===== config.mk =====
export PLATFORM = sky130hd
export DESIGN_NAME = btpc_pipe_ctl
export DESIGN_NICKNAME = d
export VERILOG_FILES = /design/src/rtl/core/btpc_pkg.sv /design/src/rtl/core/btpc_pipe_ctl.sv
export VERILOG_INCLUDE_DIRS = /design/src /design/src/rtl/core
export SDC_FILE = /design/constraint.sdc
export NUM_CORES = 1
export LEC_CHECK = 0
export BUFFER_PORTS_ARGS = -buffer_cell sky130_fd_sc_hd__buf_2
export CORE_AREA = 5 5 42 44
export CTS_CLUSTER_SIZE = 28
export DETAILED_ROUTE_END_ITERATION = 16
export DIE_AREA = 0 0 47 49
export GPL_TIMING_DRIVEN = 0
export SLEW_MARGIN = 20
export SYNTH_ARGS = -nofsm -noshare
export SYNTH_HDL_FRONTEND = slang
export SYNTH_SLANG_ARGS = --single-unit

===== constraint.sdc =====
create_clock -name clk -period 1.4 [get_ports clk]
set_input_delay 0.07 -clock clk [delete_from_list [all_inputs] [get_ports clk]]
set_output_delay 0.07 -clock clk [all_outputs]
set_load 0.005 [all_outputs]

===== src/rtl/core/baro_temp_pressure_compensation_top_defines.svh =====
// Assertion macros shared by the compensation pipeline.
// BTPC_ASSERT is checked only out of reset; BTPC_ASSERT_RST is checked at every edge.
`ifndef BARO_TEMP_PRESSURE_COMPENSATION_TOP_DEFINES_SVH
`define BARO_TEMP_PRESSURE_COMPENSATION_TOP_DEFINES_SVH
`ifndef ASSERT_OFF
`define BTPC_ASSERT(lbl, prop, msg) \
  lbl: assert property (@(posedge clk) disable iff (!rst_n) prop) else $error(msg);
`define BTPC_ASSERT_RST(lbl, prop, msg) \
  lbl: assert property (@(posedge clk) prop) else $error(msg);
`else
`define BTPC_ASSERT(lbl, prop, msg)
`define BTPC_ASSERT_RST(lbl, prop, msg)
`endif
`endif


===== src/rtl/core/btpc_pkg.sv =====
`timescale 1ns / 1ps
`default_nettype none
package btpc_pkg;

  // Number of register stages from the input to the output register.
  localparam int NSTG = 9;

  // Calibration register indexes on the configuration port.
  typedef enum logic [2:0] {
    REG_SENS       = 3'd0,
    REG_OFFSET     = 3'd1,
    REG_SENS_TC    = 3'd2,
    REG_OFFSET_TC  = 3'd3,
    REG_REF_TEMP   = 3'd4,
    REG_TEMP_SLOPE = 3'd5
  } cfg_reg_t;

  // Per-stage load enables and occupancy, from the control block to the datapath.
  typedef struct packed {
    logic [NSTG-1:0] en;
    logic [NSTG-1:0] vld;
  } pipe_ctl_t;

  // Temperature limits and thresholds, in 0.01 C.
  localparam logic signed [20:0] TEMP_BASE = 21'sd2000;
  localparam logic signed [20:0] TEMP_MIN  = -21'sd4000;
  localparam logic signed [20:0] TEMP_MAX  = 21'sd8500;
  // Offset that moves the low threshold (-15.00 C) onto TEMP-2000.
  localparam logic signed [19:0] LOW_SHIFT = 20'sd3500;
  localparam logic signed [18:0] LOW_LIMIT = -19'sd3500;

  // Pressure limits, in Pa.
  localparam logic signed [32:0] PRES_MIN = 33'sd1000;
  localparam logic signed [32:0] PRES_MAX = 33'sd120000;

endpackage
`default_nettype wire


===== src/rtl/core/btpc_pipe_ctl.sv =====
`timescale 1ns / 1ps
`default_nettype none
`include "baro_temp_pressure_compensation_top_defines.svh"
module btpc_pipe_ctl
  import btpc_pkg::*;
(
  input  logic      clk,
  input  logic      rst_n,
  input  logic      in_valid,
  output logic      in_ready,
  output logic      out_valid,
  input  logic      out_ready,
  output pipe_ctl_t ctl
);

  logic [NSTG-1:0] vld_r;
  logic [NSTG-1:0] vld_nxt;
  logic [NSTG-1:0] en;

  // A stage loads when it is empty or when the stage after it moves on.
  always_comb begin
    en[NSTG-1] = !vld_r[NSTG-1] || out_ready;
    for (int k = NSTG-2; k >= 0; k--) begin
      en[k] = !vld_r[k] || en[k+1];
    end
  end

  // Valid bits travel with the data; a held stage keeps its own.
  always_comb begin
    vld_nxt[0] = en[0] ? in_valid : vld_r[0];
    for (int k = 1; k < NSTG; k++) begin
      vld_nxt[k] = en[k] ? vld_r[k-1] : vld_r[k];
    end
  end

  always_ff @(posedge clk) begin
    if (!rst_n) begin
      vld_r <= '0;
    end else begin
      vld_r <= vld_nxt;
    end
  end

  assign in_ready  = en[0];
  assign out_valid = vld_r[NSTG-1];
  assign ctl.en    = en;
  assign ctl.vld   = vld_r;

  // The pipeline refuses input only when every stage holds an item.
  `BTPC_ASSERT(a_full_when_blocked, !en[0] |-> (&vld_r), "input blocked with a free stage")
  // A held first stage keeps its item.
  `BTPC_ASSERT(a_hold_first, (vld_r[0] && !en[0]) |=> vld_r[0], "held item lost in stage 0")
  // The last stage empties only through an output transfer.
  `BTPC_ASSERT(a_drain_by_transfer, $fell(vld_r[NSTG-1]) |-> $past(out_ready),
               "result dropped without transfer")
  // Reset empties the whole pipeline.
  `BTPC_ASSERT_RST(a_reset_empty, !rst_n |=> (vld_r == '0), "pipeline not empty after reset")

endmodule
`default_nettype wire


; ---- Word level (Yosys, flattened, before mapping)
; Cells that the tools add are included.
[classes]
bitwise_logic = 0
div_mod_pow = 0
muxes = 0
shifts = 0
n_lt_le_gt_ge = 0
n_reduce_logical = 18
n_addsub = 0
eq_ne = 0
mul = 0
[ops]
columns = op, n
row1 = 1-bit logical NOT, 9
row2 = 1-bit logical OR, 9
[word_totals]
ramBits = 0
n_memories = 0
out_inout_bits = 20
reg_bits = 9
elab_cells = 27
rom_bits = 0
latchBits = 0
inputBits = 4

; ---- Depth between registers and ports, before layout
; Gate-level depths: netlist of the first run.
[logic_depth]
depth_word = 10
mapped_depth = 5
ltp_nobuf = 5

; ---- Worst setup path after synthesis of the first run
; Ideal clock, no wire load.
[synth_timing]
path_type = reg2out
startpoint = register vld_r[8]
endpoint = output ctl[9] (netlist bit)
path_slack_ps = 174
n_path_buf = 1
required_ps = 1330
path_stages_with_launch = 6
t_arrival_ps = 1156
path_cell_list = dfxtp_1 > and3b_2 > inv_2 > nor3_4 > nand3_1 > buf_4
[synth_rtl]
columns = item, line
row1 = from (decl), btpc_pipe_ctl.sv:16  ; logic [NSTG-1:0] vld_r;
row2 = from (signal assigned), btpc_pipe_ctl.sv:40  ; vld_r <= vld_nxt;
row3 = to (decl), btpc_pipe_ctl.sv:13  ; output pipe_ctl_t ctl

==> results.toml, run 1 <==
[power]
power_report.internal_total_uw = 382
swShare_pct = 21.3
power_frac_seq_pct = 54.5
p_switching_uw = 103
peakVddDrop_mv = 0.409
clkPwrFrac_pct = 40.4
combPwrFrac_pct = 5.0
leakagePower_nw = 0.272
power_density_nw_per_um2 = 801
fin_total_pwr_uw = 485

[clock_network]
cts_max_path_buffers = 2
cts.sinks = 9
tritoncts = "yes"
path_clk_slew_ns = 0.06
clkLatencyLatePin_ns = 0.25
htreeDepth = 1
cts_inserted_buffers = 3
root_buffer = "clkbuf_4"

[finish]
final_nets = 82
n_antenna_cell = 0
drive_gt1_share_pct = 59.7
largest_register_ffs = 9
final_cell_mix = "buf_2, nand2_1, nand3_1, buf_4, dfxtp_2"
regMostFlops = "vld_r"
layout_commonest_cell = "buf_2"
final_cell_count_no_fill = 93
area_growth_pct = 57.7
top_regs = "vld_r x9"

[synth]
synth-adder-area-share_pct = 0
synth_compound_area_share_pct = 16.3
ys_types = 17
ys_ff_latch = 9
yosysWarnings = 0
syn_inst = 45
synth_top_family_by_area = "simple AND/OR/NAND/NOR gates"
synth_xor_area_share_pct = 0
synth-seq-area-share_pct = 46.9
synthesis.area_sq_um = 384
synth_simple_gate_area_share_pct = 28.0
synth_mux_area_share_pct = 0
yosysTopAreaCell = "dfxtp_1"
synth_top_cells_by_area = "dfxtp_1, nand2_1, nand3_1, o21a_1, o21ai_2"
syn_avg_cell_area_sq_um = 8.54
synth_fp_nets = 49
yosys.area.top_type_share_pct = 46.9

[worst_setup_path]
crit_type = "flip-flop to output port"
slowest_delay_ns = 0.32
crit_required_ns = 1.33
cpMaxStageDelayCell = "dfxtp_2"
crit_chain = "and3b_2 > inv_2 > nor3_4 > buf_6 > nand2_1 > buf_2"
arrival_ns = 1.27
startpoint_type = "flip-flop"
crit_fanout = 3
crit_path_end_kind = "output port"

[routing]
drtIter0Drc = 4
drt_pass1_iterations = 2
detail_route.wirelength_um = 941
drc = 0
viasPerCell = 4.43
vias = 412
wire_per_inst_um = 10.1
ant_nets = 0

[timing]
post-route-period-util_pct = 95.8
period_minus_slack_ns = 1.34
slew_headroom_pct = 73.4
skew_ns = 0.000203
drv_slew = 0
fmax_mhz = 746
hold_viol = 0
finalSetupViolCount = 0
fin_tns_setup_ns = 0
rsz0062_at_grt = "true"
worst_pin_slew_ns = 0.399

[global_routing]
antenna_found_initial = 0
grt_pass1_wl_mm = 1.55
gr-total-overflow = 0
grt_max_degree = 11
grt_pass1_vias = 374
track_usage_pct = 9.17

[placed_design]
placedCellCount = 84
io_buffer_count = 23
hpwl_um = 687
gp_congestion = 0.701

[status]
status = "complete, no violations"

[floorplanning]
start_util_pct = 27.4
die_x_um = 47
rows = 14
die_y_um = 49
io_pins = 24
core_sq_um = 1400
fp.dieArea_sq_um = 2300

[job]
cap_violations = 0

[worst_hold_path]
timing.hold.worst.class = "input pin to flip-flop"
-- cells in the mapped netlist --
| library cell | number |
|---|---|
| a21boi_0 | 1 |
| a21oi_1 | 1 |
| and3b_2 | 1 |
| buf_4 | 2 |
| clkbuf_1 | 1 |
| dfxtp_1 | 9 |
| inv_1 | 1 |
| inv_2 | 3 |
| nand2_1 | 10 |
| nand2b_1 | 1 |
| nand3_1 | 5 |
| nor2_2 | 1 |
| nor2b_1 | 1 |
| nor3_4 | 1 |
| o21a_1 | 3 |
| o21ai_1 | 2 |
| o21ai_2 | 2 |
-- critical path, delay by kind of cell, from the launching register on --
family,cells,cell delay [ns]
DFF,1,0.32
buffers and inverters,3,0.32
and+or+nand+nor,3,0.38
-- cell type report --
| cell class | instances | area (sq um) |
|---|---|---|
| Multi-Input combinational cell | 29 | 170 |
| Fill cell | 157 | 796 |
| Inverter | 4 | 15.0 |
| Sequential cell | 9 | 190 |
| Clock buffer | 4 | 26.3 |
| Timing Repair Buffer | 29 | 173 |
| Buffer | 2 | 11.3 |
| Tap cell | 16 | 20.0 |
-- what timing repair did --
action,in CTS,in global routing
pin swaps,3,0
hold endpoints to repair,1,0
buffers inserted,5,0
setup endpoints to repair,6,3
hold buffers,1,0
gates resized for setup,7,2
-- power groups by stage --
| stage | clock [mW] | sequential, mW | combinational, mW |
|---|---|---|---|
| floorplan | 0 | 0.271 | 0.0100 |
| global placement | 0 | 0.271 | 0.0218 |
| detailed placement | 0 | 0.271 | 0.0224 |
| CTS | 0.209 | 0.264 | 0.0248 |
| global route | 0.221 | 0.265 | 0.0277 |
| finish | 0.196 | 0.264 | 0.0244 |
-- per-stage QoR --
step | cell area (sq um) | hold WS, ns | worst slack [ns] | util [%]
2_1_floorplan | 384 | 0.183 | 0.174 | -
3_3_place_gp | 519 | 0.268 | 0.0560 | 37.1
3_5_place_dp | 519 | 0.272 | 0.0451 | 37.1
4_1_cts | 596 | 0.0726 | 0.0257 | 42.5
5_1_grt | 606 | 0.0896 | -0.0337 | 43.2
6_report | 606 | 0.0796 | 0.0588 | 43.2
-- per-layer routing --
metal  wire (um)  global-route usage (%)  vias up
met2         365                    10.9       20
met5           0                       0        -
met4           0                    5.53        0
met3         105                    4.06        0
li1            -                       -      212
met1         470                    13.0      180
-- cell families (layout without fill, tap and decap cells) --
family          Yosys count  count (layout)
buf+inv                   7              39
compound gates            9               9
simple gates             20              20
flops                     9               9
-- path summary, 6_finish.rpt --
| check | from | endpoint | slack (ns) | depth (start not counted) |
|---|---|---|---|---|
| min reg2reg | vld_r[2] | vld_r[3] | 0.46 | 2 |
| min | rst_n | vld_r[4] | 0.08 | 3 |
| max | vld_r[7] | ctl[10] | 0.06 | 6 |
| max reg2reg | vld_r[7] | vld_r[1] | 0.33 | 6 |
Power figures use the tool's default switching activity.
==> run 2: changes to the inputs <==
--- a/config.mk
+++ b/config.mk
@@ -6,6 +6,7 @@
 export SDC_FILE = /design/constraint.sdc
 export NUM_CORES = 1
 export LEC_CHECK = 0
+export ABC_AREA = 1
 export BUFFER_PORTS_ARGS = -buffer_cell sky130_fd_sc_hd__buf_2
 export CORE_AREA = 5 5 42 44
 export CTS_CLUSTER_SIZE = 28
==> run 2 against run 1 <==
Compared with the run above: the run now ends with negative setup slack left; clock-buffer cell count is 1 lower; cell count stayed put; non-clock buffer count is 2 higher; first-iteration DRC count is 50% higher; worst setup slack worse by 0.062 ns; sequential cell count stayed put; final area is 4.5% higher; synthesized cell count is 6.7% lower; routed wire length is 3.7% higher; hold slack worse by 0.040 ns; combinational power is 12% lower; critical path type unchanged; critical endpoint unchanged; highest routed layer is now met4.
==> results.toml, run 2 <==
[status]
violations = "negative setup slack"
status = "complete, but fails checks"

[finish]
top_regs = "vld_r x9"
layout_commonest_cell = "buf_2"
final_core_util_pct = 45.2
regMostFlops = "vld_r"
final_nets = 82
area_growth_pct = 70.4
n_antenna_cell = 0
final_cell_mix = "buf_2, inv_1, buf_4"
largest_register_ffs = 9
fillers = 148
drive_gt1_share_pct = 62.3

[floorplanning]
rows = 14
die_x_um = 47
start_util_pct = 26.5
die_y_um = 49
fp.dieArea_sq_um = 2300
core_sq_um = 1400
io_pins = 24

[worst_hold_path]
timing.hold.worst.class = "input pin to flip-flop"
min_from = "rst_n"
hold-path-cell-count = 2
hold_path_end = "vld_r[2]"

[timing]
skew_ns = 0.00720
period_minus_slack_ns = 1.40
drv_slew = 0
holdWs_ns = 0.0392
layout_setup_ws_ns = -0.00317
slew_headroom_pct = 81.8
worst_pin_slew_ns = 0.273
hold_viol = 0
fmax_mhz = 713
post-route-period-util_pct = 100
rsz0062_at_grt = "true"
finalSetupViolCount = 1

[global_routing]
antenna_found_initial = 0
gr-total-overflow = 0
grt_max_degree = 9
grt_pass1_wl_mm = 1.60
grt_pass1_vias = 416
track_usage_pct = 9.68

[synth]
ys_types = 12
synth_commonest_cells = "inv_1, dfxtp_1, a21oi_1"
synthesis.area_sq_um = 372
yosysWarnings = 0
yosysTopAreaCell = "dfxtp_1"
yosys.cell_count.top_type = "inv_1"
synth_top_cells_by_area = "dfxtp_1, inv_1, a21oi_1, nor2_4, nand4_4"
synth_edf_count = 0
ys_async_sr_fraction_pct = 0
syn_avg_cell_area_sq_um = 8.85
ys.flop_type = "dfxtp_1"
syn_inst = 42
yosys.area.top_type_share_pct = 48.5
synth_fp_nets = 46
ys_ff_latch = 9
synth-seq-area-share_pct = 48.5

[clock_network]
path_clk_slew_ns = 0.07
tritoncts = "yes"
cts_max_path_buffers = 2
root_buffer = "clkbuf_4"
cts.sinks = 9
hold_buffers = 0
clkLatencyLatePin_ns = 0.27
htreeDepth = 1
cts_inserted_buffers = 3

[placed_design]
post-place-ws_ns = 0.0921
io_buffer_count = 23
hpwl_um = 670
gp_congestion = 0.632

[routing]
drtIter0Drc = 6
wire_per_inst_um = 10.5
drc = 0
detail_route.wirelength_um = 976
drt_pass1_iterations = 4
ant_nets = 0
viasPerCell = 4.16
vias = 387

[worst_setup_path]
r2r-start = "vld_r[7]"
r2r_cells = 9
crit_path_end_kind = "output port"
timing.rr.end = "vld_r[1]"
crit_fanout = 3
regToRegSetupSlack_ns = 0.03
arrival_ns = 1.33
startpoint_type = "flip-flop"
crit_required_ns = 1.33
crit_chain = "nand3_4 > nor2_4 > nand4_4 > nor2_4 > buf_6 > nand2_4 > buf_6"
cpMaxStageDelayCell = "dfxtp_2"
slowest_delay_ns = 0.35
crit_type = "flip-flop to output port"

[job]
cap_violations = 0

[power]
leakagePower_nw = 0.307
peakVddDrop_mv = 0.547
power_density_nw_per_um2 = 772
run 2: worst max path at each step:
| stage | startpoint | to | slack (ns) |
|---|---|---|---|
| after global routing | vld_r[7] | ctl[10] | -0.11 |
| after global placement | vld_r[8] | ctl[9] | 0.11 |
| final | vld_r[7] | ctl[10] | -0.003 |
| after detailed placement | vld_r[8] | ctl[9] | 0.09 |
| after CTS | vld_r[7] | ctl[10] | -0.05 |
| after floorplan | vld_r[8] | ctl[9] | 0.21 |
run 2: critical path, delay by kind of cell, from the launching register on:
family | cells | cell delay (ns)
buffers and inverters | 2 | 0.23
DFF | 1 | 0.35
and+or+nand+nor | 5 | 0.48
run 2: timing repair:
item | CTS | global route
setup endpoints to repair | 4 | 7
gates resized for setup | 8 | 2
setup buffers | 8 | 1
pin swaps | 3 | 3
run 2: final cells by class:
cell class	count	area (sq um)	area share, %
plain buffers	1	7.51	1.19
clock buffers	3	22.5	3.56
clock inverters	1	5.00	0.791
inverters	12	45.0	7.11
multi-input cells	19	155	24.5
flip-flops and latches	9	185	29.2
well taps	16	20.0	3.16
repair buffers	32	193	30.4
run 2: cell families after synthesis:
kind of cell | Yosys count | share of synthesized area [%]
AND/OR/NAND/NOR | 11 | 23.9
AO/OA/AOI/OAI | 8 | 11.4
buffers and inverters | 14 | 16.2
flip-flops | 9 | 48.5
run 2: layer usage:
metal	up-vias	routed length, um	global-route usage, %
met1	170	421	10.7
met2	17	463	15.8
met4	0	17	5.53
met5	-	0	0
met3	2	73	2.58
li1	198	-	-
run 2: report_power, final:
part	internal [mW]	switching, mW	leakage (nW)
sequential	0.259	0.00522	0.0744
combinational	0.00930	0.0122	0.215
clock	0.106	0.0977	0.0177
total	0.374	0.115	0.307
run 2: stage by stage:
| step | setup TNS [ns] | cells | power [mW] | cell area, sq um |
|---|---|---|---|---|
| finish | -0.00317 | 93 | 0.489 | 633 |
| global route | -0.536 | 93 | 0.515 | 633 |
| CTS | -0.103 | 92 | 0.496 | 614 |
| detailed placement | 0 | 81 | 0.291 | 507 |
| global placement | 0 | 81 | 0.290 | 507 |
| floorplan | 0 | 42 | 0.279 | 372 |
==> run 3: changes to the inputs <==
--- a/config.mk
+++ b/config.mk
@@ -9,6 +9,7 @@
 export ABC_AREA = 1
 export BUFFER_PORTS_ARGS = -buffer_cell sky130_fd_sc_hd__buf_2
 export CORE_AREA = 5 5 42 44
+export CTS_BUF_LIST = sky130_fd_sc_hd__clkbuf_4
 export CTS_CLUSTER_SIZE = 28
 export DETAILED_ROUTE_END_ITERATION = 16
 export DIE_AREA = 0 0 47 49
@@ -17,3 +18,4 @@
 export SYNTH_ARGS = -nofsm -noshare
 export SYNTH_HDL_FRONTEND = slang
 export SYNTH_SLANG_ARGS = --single-unit
+export TNS_END_PERCENT = 30
==> run 3 against run 2 <==
Compared with the run above: the run now ends clean; first-iteration DRC count decreased by 33%; critical endpoint unchanged; critical path depth stayed put; power down 0.91%; global-route usage decreased by 0.71 points; utilization decreased by 1.3 points; sequential power hardly changed; highest routed layer unchanged; clock skew is 0.0020 ns lower.
==> results.toml, run 3 (synthesis gave the netlist of run 2 again) <==
[status]
status = "complete, no violations"

[timing]
worst_pin_slew_ns = 0.259
skew_ns = 0.00525
hold_viol = 0
fmax_mhz = 716
post-route-period-util_pct = 99.8
holdWs_ns = 0.0378
period_minus_slack_ns = 1.40
drv_slew = 0
fin_tns_setup_ns = 0
rsz0062_at_grt = "true"
finalSetupViolCount = 0
slew_headroom_pct = 82.7

[placed_design]
gp_congestion = 0.632
placedCellCount = 81
hpwl_um = 670
io_buffer_count = 23

[floorplanning]
fp.dieArea_sq_um = 2300
die_y_um = 49
core_sq_um = 1400
rows = 14
io_pins = 24
die_x_um = 47
start_util_pct = 26.5

[power]
leakagePower_nw = 0.297
power_density_nw_per_um2 = 788
peakVddDrop_mv = 0.456

[worst_setup_path]
crit_type = "flip-flop to output port"
arrival_ns = 1.33
crit_path_end_kind = "output port"
r2r-start = "vld_r[7]"
regToRegSetupSlack_ns = 0.14
r2r_cells = 8
startpoint_type = "flip-flop"
crit_required_ns = 1.33
timing.rr.end = "vld_r[1]"
crit_fanout = 3

[routing]
vias = 371
ant_nets = 0
drc = 0
drtIter0Drc = 4
viasPerCell = 4.08
wire_per_inst_um = 10.1
detail_route.wirelength_um = 917
drt_pass1_iterations = 4

[finish]
fillers = 156
area_growth_pct = 65.3
final_nets = 80
top_regs = "vld_r x9"
largest_register_ffs = 9
n_antenna_cell = 0
layout_commonest_cell = "buf_2"
final_cell_count_no_fill = 91
regMostFlops = "vld_r"
final_cell_mix = "buf_2, inv_1, a21oi_1, buf_4, dfxtp_1"
seqCellArea_sq_um = 185
drive_gt1_share_pct = 60.0
multiInputGateArea_sq_um = 151

[worst_hold_path]
timing.hold.worst.class = "input pin to flip-flop"
hold_path_end = "vld_r[2]"
min_from = "rst_n"
hold-path-cell-count = 2

[clock_network]
tritoncts = "yes"
htreeDepth = 1
cts_inserted_buffers = 3
root_buffer = "clkbuf_4"
clkLatencyLatePin_ns = 0.26
cts.sinks = 9
hold_buffers = 0
cts_max_path_buffers = 2
path_clk_slew_ns = 0.07

[global_routing]
grt_pass1_vias = 382
track_usage_pct = 8.98
antenna_found_initial = 0
grt_max_degree = 9
grt_pass1_wl_mm = 1.48
gr-total-overflow = 0

[job]
cap_violations = 0
==> run 3: changes by cell type in the layout (fill, tap and decap cells not counted), sizes merged <==
cell  change
buf       -2
==> run 3: critical path, stage by stage (launching register included) <==
cell and delay (ns):
dfxtp_2 0.35, nand3_4 0.09, nor2_4 0.12, nand4_4 0.10, nor2_4 0.14, buf_6 0.12
nand2_4 0.04, buf_6 0.11
==> run 3: timing repair <==
item,CTS,global route
pin swaps,3,3
buffers inserted,6,1
setup endpoints to repair,4,6
gates resized for setup,5,4
==> run 3: cell type report <==
type / instances / share of cell area, %
buffer: 1 / 1.22
sequential: 9 / 30.1
timing repair buffer: 30 / 28.9
inverter: 12 / 7.33
tap: 16 / 3.26
multi-input combinational: 19 / 24.6
clock inverter: 1 / 0.815
clock buffer: 3 / 3.67
==> run 3: worst max-delay path by stage <==
stage	cells after the start	start	endpoint
after global routing	7	vld_r[7]	ctl[10]
after CTS	7	vld_r[7]	ctl[10]
after floorplan	6	vld_r[8]	ctl[9]
after global placement	7	vld_r[8]	ctl[9]
after detailed placement	7	vld_r[8]	ctl[9]
final	7	vld_r[7]	ctl[10]
==> run 3: through the flow <==
step | worst slack (ns) | utilization, % | area, sq um | total power, mW
3_5_place_dp | 0.0921 | 36.2 | 507 | 0.291
3_3_place_gp | 0.105 | 36.2 | 507 | 0.290
2_1_floorplan | 0.212 | - | 372 | 0.279
5_1_grt | -0.124 | 43.8 | 614 | 0.515
6_report | 0.00341 | 43.8 | 614 | 0.484
4_1_cts | -0.0710 | 42.1 | 589 | 0.495
==> run 3: power breakdown <==
group | leakage, nW | switching, mW | internal (mW)
clock | 0.0177 | 0.0945 | 0.105
sequential | 0.0744 | 0.00513 | 0.259
combinational | 0.205 | 0.0116 | 0.00900
total | 0.297 | 0.111 | 0.373
==> run 3: metal layers <==
metal | global-route usage (%) | vias to the layer above | routed length, um
met4 | 4.15 | 0 | 17
met5 | 0 | - | 0
met1 | 10.4 | 159 | 393
met2 | 13.8 | 17 | 435
met3 | 3.69 | 2 | 70
li1 | - | 193 | -
